===== src/rtl/core/lits_ram.sv =====
// Generic single-write, single-read RAM with registered read data.
`timescale 1ns / 1ps

module lits_ram #(
  parameter int WIDTH = 8,
  parameter int DEPTH = 8,
  localparam int AW = (DEPTH > 1) ? $clog2(DEPTH) : 1
) (
  input  logic             clk,
  input  logic             we,
  input  logic [AW-1:0]    waddr,
  input  logic [WIDTH-1:0] wdata,
  input  logic [AW-1:0]    raddr,
  output logic [WIDTH-1:0] rdata
);
  logic [WIDTH-1:0] mem [DEPTH];

  always_ff @(posedge clk) begin
    if (we) begin
      mem[waddr] <= wdata;
    end
    rdata <= mem[raddr];
  end
endmodule


===== config.mk =====
export PLATFORM = sky130hd
export DESIGN_NAME = lits_ram
export DESIGN_NICKNAME = d
export VERILOG_FILES = /design/src/rtl/core/lits_ram.sv
export SDC_FILE = /design/constraint.sdc
export NUM_CORES = 1
export LEC_CHECK = 0
export BUFFER_PORTS_ARGS = -buffer_cell sky130_fd_sc_hd__buf_2
export CAP_MARGIN = 20
export CORE_ASPECT_RATIO = 0.9
export CORE_UTILIZATION = 58
export CTS_CLUSTER_SIZE = 24
export DETAILED_ROUTE_END_ITERATION = 8
export PLACE_DENSITY_LB_ADDON = 0.05
export REMOVE_ABC_BUFFERS = 1
export SYNTH_ARGS = -nofsm -noshare
export SYNTH_HDL_FRONTEND = slang
export SYNTH_SLANG_ARGS = --single-unit
export TNS_END_PERCENT = 5

===== constraint.sdc =====
create_clock -name clk -period 2.4 [get_ports clk]
set_clock_uncertainty 0.05 [all_clocks]
set_input_delay 0.72 -clock clk [delete_from_list [all_inputs] [get_ports clk]]
set_output_delay 0.72 -clock clk [all_outputs]
set_load 0.005 [all_outputs]

==> impl_metrics.yaml <==
flow_run:
  max_cap_violations: 0
clock_network:
  clk_pin_slew_ns: 0.07
  clk_path_buf_depth: 2
  cts_setup_buffers: 0
  cts_made_buffers: 9
  post_cts_resized: 0
  root_buffer: "clkbuf_8"
  cts_hold_buf: 0
  clock_latency_ns: 0.34
  clock-sinks: 72
  cts_tree: "yes"
  cts_htree_levels: 3
placement:
  place_area_um2: 2900
  port_buffers: 23
  dp.cells: 202
  gp_congestion: 0.677
timing:
  worst_pin_slew_ns: 0.467
  setup_viol: 0
  slew_violations: 0
  report.final.hold_viol_count: 0
  fin_setup_tns_ns: 0
  fin_crit_sh: 0.761
  fin_crit_ns: 1.83
  timing.fmax_mhz: 547
  relSlewSlack: 0.689
  rsz0062_at_grt: "no"
routing:
  via_per_inst: 5.39
  vias: 1176
  drtPass1Iterations: 4
  drc: 0
  wire_per_inst_um: 18.8
  wl_mm: 4.10
  ant_nets: 0
  drt_iter0_drc: 99
worst_setup_path:
  critPathKind: "input port to flip-flop"
  critical_path_required_ns: 2.58
  critPathMaxStageDelay_ns: 0.63
  crit_fanout: 16
  worstPathArrival_ns: 2.01
  slowest_stage: "mux4_1"
  worst_setup_path_end_kind: "flip-flop"
  crit_chain: "buf_2 > mux4_1 > mux2_2"
  start_kind: "input port"
power_and_ir_drop:
  clkPwrFrac: 0.422
  p_comb_frac: 0.048
  switching_share: 0.183
  ir_drop_mv: 0.585
  power.internal_mw: 2.19
  leakage_nw: 1.12
  seqPwrFrac: 0.530
  p_sw_mw: 0.492
  p_per_area_nw_per_um2: 854
logic_synthesis:
  yosys_warnings: 0
  synth_cells: 114
  synth_area_um2: 2690
  ys_types: 14
  synth-seq-area-share: 0.774
  avgSynthCellArea_um2: 23.6
  synth_seq_cells: 72
layout:
  nFillCells: 285
  multi_input_area_um2: 566
  area_growth_pct: 16.8
  seq_area_um2: 2080
  n_antenna_cell: 0
  drive_gt1_frac: 0.353
  final_area_um2: 3140
  final_nets: 167
  fin_cells: 218
global_route:
  grt_pass1_vias: 1261
  antenna_found_initial: 0
  grt_max_degree: 17
  grt_pass1_wl_mm: 6.44
  grt_usage: 0.204
  grt-ovfl-total: 0
floorplan:
  die_h_um: 66.6
  fp-row-count: 23
  die-area_um2: 4920
  core_area_um2: 4460
  die_w_um: 73.8
  start_util: 0.603
  io_pins: 24
worst_hold_path:
  min_path_type: "input port to flip-flop"
status:
  status: "finished clean"
-- cell families (layout without fill, tap and decap cells) --
kind of cell           after synthesis  in the layout  share of synthesized area
DFF                                 72             72                      0.774
muxes                               24             24                      0.188
and+or+nand+nor                     13             13                     0.0219
buffers and inverters                5             47                     0.0163
-- cell usage after synthesis, drive strengths merged --
| cell type | count | area (um^2) |
|---|---|---|
| nand2 | 2 | 7.51 |
| buf | 4 | 40.0 |
| dfxtp | 8 | 160 |
| edfxtp | 64 | 1920 |
| mux2 | 8 | 90.1 |
| nor2 | 6 | 22.5 |
| nand2b | 3 | 18.8 |
| nor3 | 2 | 10.0 |
| mux4 | 16 | 417 |
| clkbuf | 1 | 3.75 |
-- worst max-delay path, delay by kind of cell --
kind                   cells  cell delay, ns
muxes                      2            0.90
buffers and inverters      1            0.38
-- flip-flops by register name (all words and copies together) (netlist names) --
register  cells
mem          64
rdata         8
-- metrics by stage --
step	worst slack, ns	total power [mW]	hold slack, ns	util
2_1_floorplan	0.469	1.51	0.591	-
3_3_place_gp	0.238	1.57	0.599	0.650
3_5_place_dp	0.212	1.58	0.613	0.650
4_1_cts	0.576	2.71	0.577	0.705
5_1_grt	0.510	2.78	0.588	0.705
6_report	0.573	2.69	0.594	0.705
-- cell usage in the layout, fill, tap and decap left out, types with 2 or more instances in the layout --
cell and instances:
clkbuf_8 10, nor2_1 6, buf_2 23, buf_4 8, bufinv_16 3, mux2_2 8
nor3_1 2, dfxtp_1 8, nand2_1 2, mux4_1 15, edfxtp_1 64, nand2b_1 3
-- path summary, 6_finish.rpt --
check                       from             endpoint  slack [ns]  depth (start not counted)
max                     raddr[0]     rdata[6]$_DFF_P_        0.57                          3
min                     wdata[7]  mem[6][7]$_DFFE_PP_        0.59                          1
max reg2reg  mem[1][6]$_DFFE_PP_     rdata[6]$_DFF_P_        1.07                          2
min reg2reg  mem[5][7]$_DFFE_PP_     rdata[7]$_DFF_P_        0.62                          2
-- per-layer routing --
layer / routed length [um] / part of all wire / vias up / global-route usage
met4: 40 / 0.0098 / 0 / 0.0793
met3: 191 / 0.047 / 4 / 0.0877
met2: 2220 / 0.54 / 33 / 0.336
li1: - / - / 558 / -
met5: 0 / 0 / - / 0
met1: 1650 / 0.40 / 581 / 0.236
-- power by group through the flow --
| stage | sequential (mW) | combinational (mW) | clock, mW |
|---|---|---|---|
| after floorplan | 1.45 | 0.0602 | 0 |
| after global placement | 1.45 | 0.125 | 0 |
| after detailed placement | 1.45 | 0.132 | 0 |
| after CTS | 1.42 | 0.132 | 1.16 |
| after global routing | 1.43 | 0.144 | 1.21 |
| final | 1.42 | 0.129 | 1.13 |
-- final cells by class --
cell class,instances,area share
repair buffers,31,0.0557
clock inverters,6,0.0338
flip-flops and latches,72,0.662
well taps,62,0.0247
multi-input cells,37,0.180
clock buffers,10,0.0438
Note: power is estimated with default switching activity, not from simulation.
