$ cat src/rtl/core/lits_cmp.sv
// Shared magnitude comparator used by the execute, tail, walk and trim steps of the sequencer.
`timescale 1ns / 1ps

module lits_cmp #(
  parameter int W = 49
) (
  input  logic [W-1:0] a,
  input  logic [W-1:0] b,
  output logic         lt
);
  assign lt = (a < b);
endmodule

$ cat config.mk
export PLATFORM = sky130hd
export DESIGN_NAME = lits_cmp
export DESIGN_NICKNAME = d
export VERILOG_FILES = /design/src/rtl/core/lits_cmp.sv
export SDC_FILE = /design/constraint.sdc
export NUM_CORES = 1
export LEC_CHECK = 0
export ABC_AREA = 0
export ABC_CLOCK_PERIOD_IN_PS = 2180
export BUFFER_PORTS_ARGS = -buffer_cell sky130_fd_sc_hd__clkbuf_2
export CAP_MARGIN = 20
export CORE_MARGIN = 2
export CORE_UTILIZATION = 41
export DETAILED_ROUTE_END_ITERATION = 8
export PLACE_DENSITY_LB_ADDON = 0.08
export RECOVER_POWER = 50
export SYNTH_ARGS = -nofsm -noshare
export SYNTH_HDL_FRONTEND = slang
export SYNTH_SLANG_ARGS = --single-unit
$ cat constraint.sdc
create_clock -name vclk -period 2.18
set_input_delay 0.218 -clock vclk [all_inputs]
set_output_delay 0.218 -clock vclk [all_outputs]
set_load 0.01 [all_outputs]
==> results.toml, run 1 <==
[sta]
hold_slack_ns = 0.948
tightest_slew_ns = 0.416
finalSetupTns_ns = 0
min_period_over_period_pct = 95.7
hold_violations = 0
setup_violations = 0
fmax_mhz = 480
relSlewSlack_pct = 72.3
fin_crit_ns = 2.09
finalMaxSlewViolations = 0

[setup_path]
endpoint_kind = "output pin"
cp.required_ns = 1.96
path_delay_family = "simple AND/OR/NAND/NOR gates"
startpoint = "b[40]"
crit_arrival_ns = 1.87
crit_fanout = 3
crit_type = "input pin to output pin"
crit_chain = "clkbuf_2 > inv_1 > ha_4 > nand4_1 > or3_4 > or4_4 > a21oi_2 > a21oi_1 > buf_2"
crit_slowest_cell = "or4_4"
critPathLaunchType = "input pin"
max_stage_delay_ns = 0.42
critPathBufInv = 3
crit_cells = 9

[global_routing]
grt_overflow = 0
grt_max_degree = 4
antenna_found_initial = 0
grt_pass1_vias = 1284
track_usage_pct = 16.3
grt_pass1_wl_um = 4700

[placed_design]
dp_hpwl_um = 2600
dp_cells = 298
placed_area_sq_um = 1730
io_buffers = 99
place.gp.congestion = 0.683

[die]
initial_core_util_pct = 43.1
dieArea_sq_um = 3340
die_x_um = 57.8
die_y_um = 57.8
num_rows = 19
boundaryPins = 99
core_sq_um = 2760

[detailed_routing]
drtIter0Drc = 11
firstDrtPassIters = 4
via_count = 1422
drc = 0
wl_per_cell_um = 9.24
via_per_inst = 4.77
antenna_left = 0
drt_wl_total_um = 2760

[power]
power_frac_comb_pct = 100.0
p_total_uw = 287
ir_drop_mv = 0.113
switchingPower_uw = 127
clkPwrFrac_pct = 0
p_leak_uw = 0.00122
seqPwrFrac_pct = 0
intPower_uw = 161
power_density_nw_per_um2 = 160
p_sw_share_pct = 44.0

[synth]
syn_area_per_cell_sq_um = 7.11
ys_warn_count = 0
synth.cell_area_sq_um = 1190
ys_types = 19
synthCells = 167
yosysSeqAreaShare_pct = 0
syn_nets = 313

[min_path]
hold_class = "input pin to output pin"
hold_depth = 6
hp-start = "a[48]"

[outcome]
outcome = "complete, no violations"

[layout]
final_common_cell = "clkbuf_2"
clkbuf_count = 0
drive_gt1_share_pct = 40.4
fin_area_sq_um = 1800
nets = 415
seq_cell_count = 0
instances_no_fill = 298
regArea_sq_um = 0
diodes = 0
final_cell_mix = "98 x clkbuf_2, 48 x inv_1, 44 x ha_1"
area_growth_pct = 51.4

[clocking]
cts.hold.buffers_added = 0
cts_setup_buffers = 0

[job]
maxCapViolations = 0
layout make-up:
type                            instances  area, sq um
Inverter                               48          180
Fill cell                             270          960
Tap cell                               31         38.8
Timing Repair Buffer                  100          503
Multi-Input combinational cell        119         1080
worst paths after layout:
path	end	slack (ns)
worst min-delay path	lt	0.95
worst max-delay path	lt	0.09
routing by layer:
metal	up-vias	GRT usage [%]	share of wire, %
met4	0	0	0.36
li1	780	-	-
met3	2	1.34	9.4
met1	583	20.4	41
met2	57	32.0	50
met5	-	0	0
metrics by stage:
step	utilization [%]	setup slack [ns]
finish	65.2	0.0945
floorplan	-	0.291
global route	65.2	-0.0194
global placement	62.7	0.0433
CTS	62.7	0.0149
detailed placement	62.7	0.0253
cells in the mapped netlist, drive strengths merged, types with 2 or more instances:
cell type | number | area share (%)
ha | 48 | 51
inv | 48 | 15
a21oi | 21 | 8.9
a21o | 9 | 5.7
nand2 | 9 | 2.8
nand4 | 8 | 4.2
o21ai | 5 | 2.1
nand3 | 4 | 1.7
nor2 | 3 | 0.95
and4 | 2 | 1.5
o211ai | 2 | 1.3
repair_timing:
| action | in CTS | in global routing |
|---|---|---|
| setup endpoints to repair | 0 | 1 |
| resized for setup | 0 | 10 |
| endpoints found under the hold margin | 0 | 0 |
power by group through the flow:
| stage | Sequential (uW) | Combinational, uW | Clock (uW) |
|---|---|---|---|
| global route | 0 | 341 | 0 |
| detailed placement | 0 | 275 | 0 |
| finish | 0 | 287 | 0 |
| global placement | 0 | 272 | 0 |
| CTS | 0 | 277 | 0 |
| floorplan | 0 | 152 | 0 |
kinds of logic after synthesis:
group / after synthesis / share of synthesized area [%]
AND/OR/NAND/NOR: 29 / 12.9
adder cells (fa/ha/maj): 48 / 50.6
buffers and inverters: 48 / 15.2
AO/OA/AOI/OAI: 42 / 21.4
Note: power is estimated with default switching activity, not from simulation.
==> inputs of run 2 (changes only) <==
Settings changed: MAX_ROUTING_LAYER from default to met4.
==> run 2 against run 1 <==
Sequential share of layout area unchanged. Combinational power about the same. Count of clock-buffer cells in the layout unchanged. Non-clock buffer count unchanged. Global-route usage up 0.49 points. First-iteration DRC count down 9.1%. Sequential cell count unchanged. Critical path depth unchanged. Via count up 0.14%. Power up 0.16%. Cell area unchanged.
==> results.toml, run 2 (same netlist as run 1, synthesis figures left out) <==
[die]
die_x_um = 57.8
dieArea_sq_um = 3340
core_sq_um = 2760
num_rows = 19
initial_core_util_pct = 43.1
die_y_um = 57.8
boundaryPins = 99

[sta]
fin_crit_ns = 2.09
relSlewSlack_pct = 72.3
fmax_mhz = 479
tightest_slew_ns = 0.416
setup_slack_ns = 0.0932
finalMaxSlewViolations = 0
hold_violations = 0
min_period_over_period_pct = 95.7
setup_violations = 0

[setup_path]
crit_slowest_cell = "or4_4"
cp.required_ns = 1.96
critPathLaunchType = "input pin"
critPathBufInv = 3
crit_arrival_ns = 1.87
endpoint_kind = "output pin"
max_stage_delay_ns = 0.42
crit_fanout = 3
crit_type = "input pin to output pin"
path_delay_family = "simple AND/OR/NAND/NOR gates"
crit_chain = "clkbuf_2 > inv_1 > ha_4 > nand4_1 > or3_4 > or4_4 > a21oi_2 > a21oi_1 > buf_2"

[min_path]
min_to = "lt"
hp-start = "a[48]"
hold_class = "input pin to output pin"
hold_depth = 6

[placed_design]
place.gp.congestion = 0.690
dp_cells = 298
place_ws_ns = 0.0253
dp_hpwl_um = 2600
io_buffers = 99

[job]
maxCapViolations = 0

[layout]
diodes = 0
nets = 415
instances_no_fill = 298
final_common_cell = "clkbuf_2"
drive_gt1_share_pct = 40.4
area_growth_pct = 51.4
final_cell_mix = "98 x clkbuf_2, 48 x inv_1, 44 x ha_1"
clkbuf_count = 0
seq_cell_count = 0
regArea_sq_um = 0

[power]
p_leak_uw = 0.00122
ir_drop_mv = 0.113
power_density_nw_per_um2 = 160
p_total_uw = 288

[detailed_routing]
via_count = 1424
antenna_left = 0
drt_wl_total_um = 2780
drc = 0
via_per_inst = 4.78
wl_per_cell_um = 9.32
firstDrtPassIters = 4
drtIter0Drc = 10

[global_routing]
grt_pass1_wl_um = 4700
grt_overflow = 0
antenna_found_initial = 0
track_usage_pct = 16.8
grt_pass1_vias = 1284
grt_max_degree = 4

[clocking]
cts_setup_buffers = 0

[outcome]
outcome = "complete, no violations"
-- run 2: cell counts in the layout (fill, tap and decap cells not counted) --
Identical to the previous run, type by type.
-- run 2: final cells by class --
type                       count  area, sq um
inverter                      48          180
fill                         270          960
tap                           31         38.8
timing repair buffer         100          503
multi-input combinational    119         1080
-- run 2: metal layers --
metal  share of wire [%]  track usage [%]
met3                 9.1            0.893
met5                   0                -
met1                  41             20.6
met4                0.36                0
met2                  50             32.0
-- run 2: tightest hold or removal path, cell delays in order --
cell and delay (ns):
clkbuf_2 0.08, ha_1 0.13, a21oi_1 0.04, o211ai_1 0.08, a21oi_1 0.04, buf_2 0.14
-- run 2: repair_timing --
item / in CTS / in global routing
hold buffers: 0 / 0
setup endpoints to repair: 0 / 1
gates resized for setup: 0 / 10
-- run 2: worst max-delay path by stage --
stage,from,end,slack [ns],cells past startpoint
global route,b[18],lt,-0.02,9
finish,b[40],lt,0.09,9
global placement,b[47],lt,0.04,9
floorplan,b[44],lt,0.29,7
detailed placement,b[47],lt,0.03,9
CTS,b[48],lt,0.01,9
-- run 2: stage by stage --
| stage | cell area, sq um | TNS, ns | hold WS [ns] | util, % |
|---|---|---|---|---|
| final | 1800 | 0 | 0.952 | 65.2 |
| after CTS | 1730 | 0 | 0.954 | 62.7 |
| after floorplan | 1190 | 0 | 0.722 | - |
| after detailed placement | 1730 | 0 | 0.957 | 62.7 |
| after global placement | 1730 | 0 | 0.956 | 62.7 |
| after global routing | 1800 | -0.0194 | 1.04 | 65.2 |
-- run 2: where the power goes --
part	switching (uW)	total (uW)	internal (uW)
combinational	127	288	161
clock	0	0	0
sequential	0	0	0
